File: src/design/fcsr_pkg.sv
// Shared constants and controller/datapath handshake types for the circle span block.
`default_nettype none

package fcsr_pkg;

    // Largest radius honored; larger requests are clamped to it.
    localparam int MAX_RADIUS  = 63;
    // Width of a centre coordinate.
    localparam int COORD_BITS  = 12;
    // Width of the radius field on the input word.
    localparam int RADIUS_BITS = 6;
    // Rectangle edges are reported in two's complement, one bit wider than a coordinate.
    localparam int EDGE_BITS   = COORD_BITS + 1;
    // Width of a rectangle size on the output word.
    localparam int SIZE_BITS   = 7;
    // Column and row counters must hold the radius itself, plus one bit of margin.
    localparam int STEP_BITS   = $clog2(MAX_RADIUS + 1) + 1;
    // Squares of the counters.
    localparam int SQ_BITS     = 2 * STEP_BITS;

    // Commands from the controller to the datapath.
    typedef struct packed {
        logic load;    // capture a new circle request
        logic dec_y;   // lower the row counter by one
        logic emit;    // load the output word and advance the column counter
    } t_cmd;

    // Status from the datapath to the controller.
    typedef struct packed {
        logic shrink;    // row still lies on or outside the circle
        logic done;      // row counter has dropped below the column counter
        logic out_free;  // output register can take a word this cycle
    } t_status;

endpackage

`default_nettype wire

File: src/design/fcsr_dp.sv
// Datapath: counters, running squares, span arithmetic and the output register.
`default_nettype none

module fcsr_dp (
    input  wire logic                                i_clk,
    input  wire logic                                i_rst_n,
    input  wire logic [fcsr_pkg::COORD_BITS-1:0]     i_centre_x,
    input  wire logic [fcsr_pkg::COORD_BITS-1:0]     i_centre_y,
    input  wire logic [fcsr_pkg::RADIUS_BITS-1:0]    i_radius,
    input  wire fcsr_pkg::t_cmd                      i_cmd,
    output fcsr_pkg::t_status                        o_status,
    input  wire logic                                i_stall,
    output logic                                     o_valid,
    output logic signed [fcsr_pkg::EDGE_BITS-1:0]    o_rect_a_x,
    output logic signed [fcsr_pkg::EDGE_BITS-1:0]    o_rect_a_y,
    output logic        [fcsr_pkg::SIZE_BITS-1:0]    o_rect_a_w,
    output logic        [fcsr_pkg::SIZE_BITS-1:0]    o_rect_a_h,
    output logic signed [fcsr_pkg::EDGE_BITS-1:0]    o_rect_b_x,
    output logic signed [fcsr_pkg::EDGE_BITS-1:0]    o_rect_b_y,
    output logic        [fcsr_pkg::SIZE_BITS-1:0]    o_rect_b_w,
    output logic        [fcsr_pkg::SIZE_BITS-1:0]    o_rect_b_h,
    output logic                                     o_last
);

    logic [fcsr_pkg::COORD_BITS-1:0] r_cx;
    logic [fcsr_pkg::COORD_BITS-1:0] r_cy;
    logic [fcsr_pkg::STEP_BITS-1:0]  r_x;
    logic [fcsr_pkg::STEP_BITS-1:0]  r_y;
    logic [fcsr_pkg::SQ_BITS-1:0]    r_xsq;
    logic [fcsr_pkg::SQ_BITS-1:0]    r_ysq;
    logic [fcsr_pkg::SQ_BITS-1:0]    r_rsq;
    logic                            r_valid;

    logic [fcsr_pkg::STEP_BITS-1:0]  w_r_ext;
    logic [fcsr_pkg::STEP_BITS-1:0]  w_r;
    logic [fcsr_pkg::SQ_BITS-1:0]    w_rsq;
    logic [fcsr_pkg::SQ_BITS:0]      w_sum;
    logic [fcsr_pkg::SQ_BITS-1:0]    n_ysq;
    logic [fcsr_pkg::SQ_BITS-1:0]    n_xsq;
    logic                            w_accept;

    // Clamp the radius, then square it once per request.
    assign w_r_ext = fcsr_pkg::STEP_BITS'(i_radius);
    assign w_r     = (w_r_ext > fcsr_pkg::STEP_BITS'(fcsr_pkg::MAX_RADIUS))
                   ? fcsr_pkg::STEP_BITS'(fcsr_pkg::MAX_RADIUS) : w_r_ext;
    assign w_rsq   = fcsr_pkg::SQ_BITS'(w_r) * fcsr_pkg::SQ_BITS'(w_r);

    // Squares are kept up to date incrementally: (y-1)^2 = y^2 - (2y-1), (x+1)^2 = x^2 + 2x+1.
    assign w_sum = (fcsr_pkg::SQ_BITS + 1)'(r_xsq) + (fcsr_pkg::SQ_BITS + 1)'(r_ysq);
    assign n_ysq = r_ysq - (fcsr_pkg::SQ_BITS'(r_y) << 1) + fcsr_pkg::SQ_BITS'(1);
    assign n_xsq = r_xsq + (fcsr_pkg::SQ_BITS'(r_x) << 1) + fcsr_pkg::SQ_BITS'(1);

    assign w_accept = r_valid && !i_stall;

    assign o_status.shrink   = (r_y != '0) && (w_sum >= (fcsr_pkg::SQ_BITS + 1)'(r_rsq));
    assign o_status.done     = (r_y < r_x);
    assign o_status.out_free = !r_valid || !i_stall;

    always_ff @(posedge i_clk) begin
        if (i_cmd.load) begin
            r_cx  <= i_centre_x;
            r_cy  <= i_centre_y;
            r_x   <= '0;
            r_y   <= w_r;
            r_xsq <= '0;
            r_ysq <= w_rsq;
            r_rsq <= w_rsq;
        end else if (i_cmd.dec_y) begin
            r_y   <= r_y - fcsr_pkg::STEP_BITS'(1);
            r_ysq <= n_ysq;
        end else if (i_cmd.emit) begin
            r_x   <= r_x + fcsr_pkg::STEP_BITS'(1);
            r_xsq <= n_xsq;
        end
    end

    always_ff @(posedge i_clk) begin
        if (i_cmd.emit) begin
            o_rect_a_x <= fcsr_pkg::EDGE_BITS'(r_cx) - fcsr_pkg::EDGE_BITS'(r_x);
            o_rect_a_y <= fcsr_pkg::EDGE_BITS'(r_cy) - fcsr_pkg::EDGE_BITS'(r_y);
            o_rect_a_w <= fcsr_pkg::SIZE_BITS'({r_x, 1'b0});
            o_rect_a_h <= fcsr_pkg::SIZE_BITS'({r_y, 1'b0});
            o_rect_b_x <= fcsr_pkg::EDGE_BITS'(r_cx) - fcsr_pkg::EDGE_BITS'(r_y);
            o_rect_b_y <= fcsr_pkg::EDGE_BITS'(r_cy) - fcsr_pkg::EDGE_BITS'(r_x);
            o_rect_b_w <= fcsr_pkg::SIZE_BITS'({r_y, 1'b0});
            o_rect_b_h <= fcsr_pkg::SIZE_BITS'({r_x, 1'b0});
            o_last     <= (r_y < r_x);
        end
    end

    always_ff @(posedge i_clk) begin
        if (!i_rst_n) begin
            r_valid <= 1'b0;
        end else if (i_cmd.emit) begin
            r_valid <= 1'b1;
        end else if (w_accept) begin
            r_valid <= 1'b0;
        end
    end

    assign o_valid = r_valid;

endmodule

`default_nettype wire

File: src/design/fcsr_ctrl.sv
// Controller: sequences row decrements and pair emission for one circle at a time.
`default_nettype none

module fcsr_ctrl (
    input  wire logic              i_clk,
    input  wire logic              i_rst_n,
    input  wire logic              i_valid,
    input  wire fcsr_pkg::t_status i_status,
    output fcsr_pkg::t_cmd         o_cmd,
    output logic                   o_busy
);

    localparam logic ST_IDLE = 1'b0;
    localparam logic ST_SCAN = 1'b1;

    logic r_state;
    logic n_state;

    always_comb begin
        n_state     = r_state;
        o_cmd.load  = 1'b0;
        o_cmd.dec_y = 1'b0;
        o_cmd.emit  = 1'b0;
        case (r_state)
            ST_IDLE: begin
                if (i_valid) begin
                    o_cmd.load = 1'b1;
                    n_state    = ST_SCAN;
                end
            end
            ST_SCAN: begin
                if (i_status.shrink) begin
                    o_cmd.dec_y = 1'b1;
                end else if (i_status.out_free) begin
                    o_cmd.emit = 1'b1;
                    if (i_status.done) begin
                        n_state = ST_IDLE;
                    end
                end
            end
            default: begin
                n_state = ST_IDLE;
            end
        endcase
    end

    always_ff @(posedge i_clk) begin
        if (!i_rst_n) begin
            r_state <= ST_IDLE;
        end else begin
            r_state <= n_state;
        end
    end

    assign o_busy = (r_state == ST_SCAN);

endmodule

`default_nettype wire

File: src/design/filled_circle_span_rects.sv
// Top level of the filled circle span rectangle generator.
// A request is loaded, the row counter is lowered until the row fits (not at all for a zero
// radius), and the first pair is then registered; each later pair follows its own row decrements.
// Throughput: one decrement or one pair per scan cycle, plus any cycles the output sits stalled;
// at radius 63 a circle yields 46 pairs after 19 row decrements.
// A new request is taken the cycle after the last pair is registered.
// Reset is synchronous and active low; it idles the controller and empties the output register.
`default_nettype none

module filled_circle_span_rects (
    input  wire logic                                i_clk,
    input  wire logic                                i_rst_n,
    // Request channel.
    input  wire logic                                i_valid,
    output logic                                     o_stall,
    input  wire logic [fcsr_pkg::COORD_BITS-1:0]     i_centre_x,
    input  wire logic [fcsr_pkg::COORD_BITS-1:0]     i_centre_y,
    input  wire logic [fcsr_pkg::RADIUS_BITS-1:0]    i_radius,
    // Result channel.
    output logic                                     o_valid,
    input  wire logic                                i_stall,
    output logic signed [fcsr_pkg::EDGE_BITS-1:0]    o_rect_a_x,
    output logic signed [fcsr_pkg::EDGE_BITS-1:0]    o_rect_a_y,
    output logic        [fcsr_pkg::SIZE_BITS-1:0]    o_rect_a_w,
    output logic        [fcsr_pkg::SIZE_BITS-1:0]    o_rect_a_h,
    output logic signed [fcsr_pkg::EDGE_BITS-1:0]    o_rect_b_x,
    output logic signed [fcsr_pkg::EDGE_BITS-1:0]    o_rect_b_y,
    output logic        [fcsr_pkg::SIZE_BITS-1:0]    o_rect_b_w,
    output logic        [fcsr_pkg::SIZE_BITS-1:0]    o_rect_b_h,
    output logic                                     o_last
);

    // The controller walks the column counter upward. In every scan cycle it either lowers
    // the row counter (while the row still reaches the circle boundary and is above zero)
    // or, once the row fits and the output register is free, loads one rectangle pair into the
    // output register and steps the column. The pair where the row falls below the column is the last one.
    fcsr_pkg::t_cmd    w_cmd;
    fcsr_pkg::t_status w_status;
    logic              w_busy;

    // Requests are refused only while a circle is being scanned. A finished word may
    // still sit in the output register when the next request is taken.
    assign o_stall = w_busy;

    fcsr_ctrl u_ctrl (
        .i_clk    (i_clk),
        .i_rst_n  (i_rst_n),
        .i_valid  (i_valid),
        .i_status (w_status),
        .o_cmd    (w_cmd),
        .o_busy   (w_busy)
    );

    fcsr_dp u_dp (
        .i_clk      (i_clk),
        .i_rst_n    (i_rst_n),
        .i_centre_x (i_centre_x),
        .i_centre_y (i_centre_y),
        .i_radius   (i_radius),
        .i_cmd      (w_cmd),
        .o_status   (w_status),
        .i_stall    (i_stall),
        .o_valid    (o_valid),
        .o_rect_a_x (o_rect_a_x),
        .o_rect_a_y (o_rect_a_y),
        .o_rect_a_w (o_rect_a_w),
        .o_rect_a_h (o_rect_a_h),
        .o_rect_b_x (o_rect_b_x),
        .o_rect_b_y (o_rect_b_y),
        .o_rect_b_w (o_rect_b_w),
        .o_rect_b_h (o_rect_b_h),
        .o_last     (o_last)
    );

endmodule

`default_nettype wire

File: config.mk
export PLATFORM = sky130hd
export DESIGN_NAME = filled_circle_span_rects
export DESIGN_NICKNAME = d
export VERILOG_FILES = /design/src/design/fcsr_pkg.sv /design/src/design/fcsr_dp.sv /design/src/design/fcsr_ctrl.sv /design/src/design/filled_circle_span_rects.sv
export SDC_FILE = /design/constraint.sdc
export NUM_CORES = 1
export LEC_CHECK = 0
export BUFFER_PORTS_ARGS = -buffer_cell sky130_fd_sc_hd__buf_2
export CAP_MARGIN = 40
export CORE_ASPECT_RATIO = 1.75
export CORE_MARGIN = 2
export CORE_UTILIZATION = 40
export DETAILED_ROUTE_END_ITERATION = 16
export SKIP_CTS_REPAIR_TIMING = 1
export SLEW_MARGIN = 25
export SYNTH_ARGS = -nofsm -noshare
export SYNTH_HDL_FRONTEND = slang
export SYNTH_HIERARCHICAL = 1
export SYNTH_SLANG_ARGS = --single-unit
File: constraint.sdc
create_clock -name i_clk -period 6.5 [get_ports i_clk]
set_input_delay 1.3 -clock i_clk [delete_from_list [all_inputs] [get_ports i_clk]]
set_output_delay 1.3 -clock i_clk [all_outputs]
set_load 0.05 [all_outputs]
==> impl_metrics.yaml <==
synthesis:
  syn-cell-area_mm2: 0.00915
  synthFlopType: "edfxtp_1"
  postSynthAreaPerCell_um2: 10.5
  ys_types: 55
  netlist_instances: 872
  yosysWarnings: 6
  ys_seq_area_frac: 0.447
  synth-async-reset-ratio: 0
  synth_enable_flop_cells: 121
  synth_seq_cells: 144
worst_setup_path:
  critPathLaunchType: "flip-flop"
  cp-end-kind: "flip-flop"
  crit_chain: "ha_1 -> fa_1 -> a211oi_1 -> nor2_1 -> o21a_1 -> nor2_1 -> o21ai_0 -> xor2_1 -> ha_1 -> nor4_1 -> nand2_1 -> o41ai_1 -> a32oi_1 -> nor2b_1 -> and2_2 -> nor2b_1 -> nand2_1 -> nor3_1 -> nand3_1 -> xnor2_1 -> nor2_1"
  path_class: "flip-flop to flip-flop"
  slowest_stage: "nor2b_1"
  critical-path-top-delay-family: "simple AND/OR/NAND/NOR gates"
  worst-path-buf-inv: 0
  crit_fanout: 7
  cp.required_ps: 6800
  worstPathArrival_ps: 5350
  cpMostUsedCell: "nor2_1"
  critPathMaxStageDelay_ps: 500
grt:
  antenna_found_initial: 0
  grt_overflow: 0
  grt_max_degree: 68
  grt_pass1_wl_mm: 33.1
  grt_usage: 0.178
  grt_pass1_vias: 6629
sta:
  slew_headroom: 0.549
  fin_setup_tns_ps: 0
  rsz0062_at_grt: "false"
  final-hold-violation-count: 0
  worstMarginPinSlew_ps: 672
  setup_viol: 0
  fmax_mhz: 198
  period_needed_ps: 5050
  drv_slew: 0
  clock_skew_ps: 13.1
  final.period_utilization: 0.777
route:
  wl_per_cell_um: 16.1
  finalWirelength_mm: 20.8
  num_vias: 6563
  drt_pass1_iterations: 4
  drcViolationCount: 0
  drt_iter0_drc: 270
  drtAntennaViolNets: 0
  routed_via_density: 5.07
place:
  portBuffers: 112
  place.gp.congestion: 0.880
  place_hpwl_mm: 16.0
floorplan:
  dieWidth_um: 118
  coreArea_mm2: 0.0226
  rows: 73
  die_area_mm2: 0.0242
  dieHeight_um: 204
  io-pin-count: 117
  initial_core_util: 0.406
final_layout:
  nNetsFinal: 1128
  drive_gt1_frac: 0.166
  final_cell_mix: "edfxtp_1 (121), buf_2 (112), ha_1 (99), nand2_1 (82), inv_1 (76)"
  final_common_cell: "edfxtp_1"
  postLayoutCoreUtil: 0.467
  diodes: 0
  syn_to_final_growth_pct: 15.1
power_and_ir_drop:
  p_per_area_mw_per_mm2: 409
  ir_drop_mv: 0.205
  cellLeakagePower_nw: 4.43
clock_network:
  cts_tree: "done"
  cts_buffers: 17
  htree_levels: 4
  clockBufferDepth: 2
  path_clk_slew_ps: 60
  clock_latency_ps: 440
  clkSinkCount: 144
  root_buffer: "clkbuf_16"
status:
  outcome: "complete, no violations"
min_path:
  worst_hold_path_type: "flip-flop to flip-flop"
run:
  maxCapViolations: 0
-- area by class of cell --
| type | instances | area [µm²] |
|---|---|---|
| well taps | 300 | 375 |
| fillers | 2128 | 12000 |
| multi-input cells | 626 | 4620 |
| repair buffers | 116 | 611 |
| clock inverters | 10 | 87.6 |
| flip-flops and latches | 144 | 4090 |
| clock buffers | 22 | 464 |
| inverters | 76 | 285 |
-- metrics by stage --
step	hold WS, ps	cell area [µm²]	total power (W)	std cells	worst slack [ps]
2_1_floorplan	437	9160	0.00296	875	799
3_3_place_gp	470	9960	0.00339	1261	1380
3_5_place_dp	478	9960	0.00341	1261	1190
4_1_cts	489	10500	0.00435	1293	1180
5_1_grt	510	10500	0.00462	1294	858
6_report	481	10500	0.00431	1294	1450
-- synth_stat cells (3+ instances only) --
| cell | n | area [µm²] |
|---|---|---|
| edfxtp_1 | 121 | 3630 |
| xor2_1 | 20 | 175 |
| fa_1 | 14 | 280 |
| a211oi_2 | 6 | 75.1 |
| nor4_1 | 4 | 25.0 |
| o211ai_1 | 4 | 30.0 |
| a21boi_0 | 5 | 37.5 |
| nand2b_1 | 7 | 43.8 |
| and2_1 | 10 | 62.6 |
| nor2_1 | 57 | 214 |
| dfxtp_1 | 23 | 460 |
| a211oi_1 | 18 | 135 |
| nand3_1 | 11 | 55.1 |
| clkbuf_1 | 12 | 45.0 |
| inv_1 | 76 | 285 |
| a21oi_1 | 46 | 230 |
| nor2b_1 | 20 | 125 |
| xnor2_1 | 56 | 490 |
| o21a_1 | 8 | 60.1 |
| or3_1 | 13 | 81.3 |
| ha_1 | 99 | 1240 |
| a21o_1 | 17 | 128 |
| mux2_1 | 3 | 33.8 |
| buf_4 | 16 | 120 |
| o21bai_1 | 8 | 60.1 |
| o21ai_0 | 40 | 200 |
| nor3_1 | 14 | 70.1 |
| o21ai_1 | 20 | 100 |
| or2_2 | 6 | 37.5 |
| a31oi_1 | 6 | 37.5 |
| nand2_1 | 82 | 308 |
-- flip-flops by register name, summed over array words and instances (netlist names), 11 cells and up --
signal           flops
u_dp/r_xsq          14
u_dp/r_ysq          14
u_dp/o_rect_a_x     13
u_dp/o_rect_a_y     13
u_dp/o_rect_b_x     13
u_dp/o_rect_b_y     13
u_dp/r_cx           12
u_dp/r_cy           12
u_dp/r_rsq          11
-- per-layer routing --
metal  up-vias  global-route usage  part of all wire
met5         -                   0                 0
met4         0              0.0852             0.035
met3        37              0.0307             0.032
met2       137               0.353              0.57
met1      3092               0.175              0.37
li1       3297                   -                 -
-- cells by family (layout without fill, tap and decap cells) --
family | Yosys count | count (layout) | share of synthesized area
AO/OA/AOI/OAI | 191 | 191 | 0.135
XOR/XNOR | 76 | 76 | 0.0727
adder cells (fa/ha/maj) | 113 | 113 | 0.166
buffers and inverters | 105 | 224 | 0.0498
flip-flops | 144 | 144 | 0.447
multiplexers | 6 | 6 | 0.00724
other | 1 | 4 | 0.000410
AND/OR/NAND/NOR | 236 | 236 | 0.122
-- final timing paths --
| check | from | end | slack [ps] | depth (start not counted) |
|---|---|---|---|---|
| worst max register to register | u_dp/r_ysq[0] | u_dp/r_x[6] | 1450 | 21 |
| worst min-delay path | u_dp/r_xsq[4] | u_dp/r_xsq[4] | 480 | 2 |
| worst max-delay path | u_dp/r_ysq[0] | u_dp/r_x[6] | 1450 | 21 |
| worst min register to register | u_dp/r_xsq[4] | u_dp/r_xsq[4] | 480 | 2 |
-- power breakdown --
group	internal (W)	total [W]	switching (W)
clock	0.000544	0.000924	0.000380
sequential	0.00128	0.00139	0.000115
combinational	0.000758	0.00200	0.00124
total	0.00258	0.00431	0.00173
-- worst register-to-register path: cells and delay by family (launching register included) --
kind / cells / cell delay [ps]
compound gates: 5 / 1000
flops: 1 / 430
simple gates: 11 / 2220
fa+ha+maj: 3 / 900
xor+xnor: 2 / 340
Power figures use the tool's default switching activity.
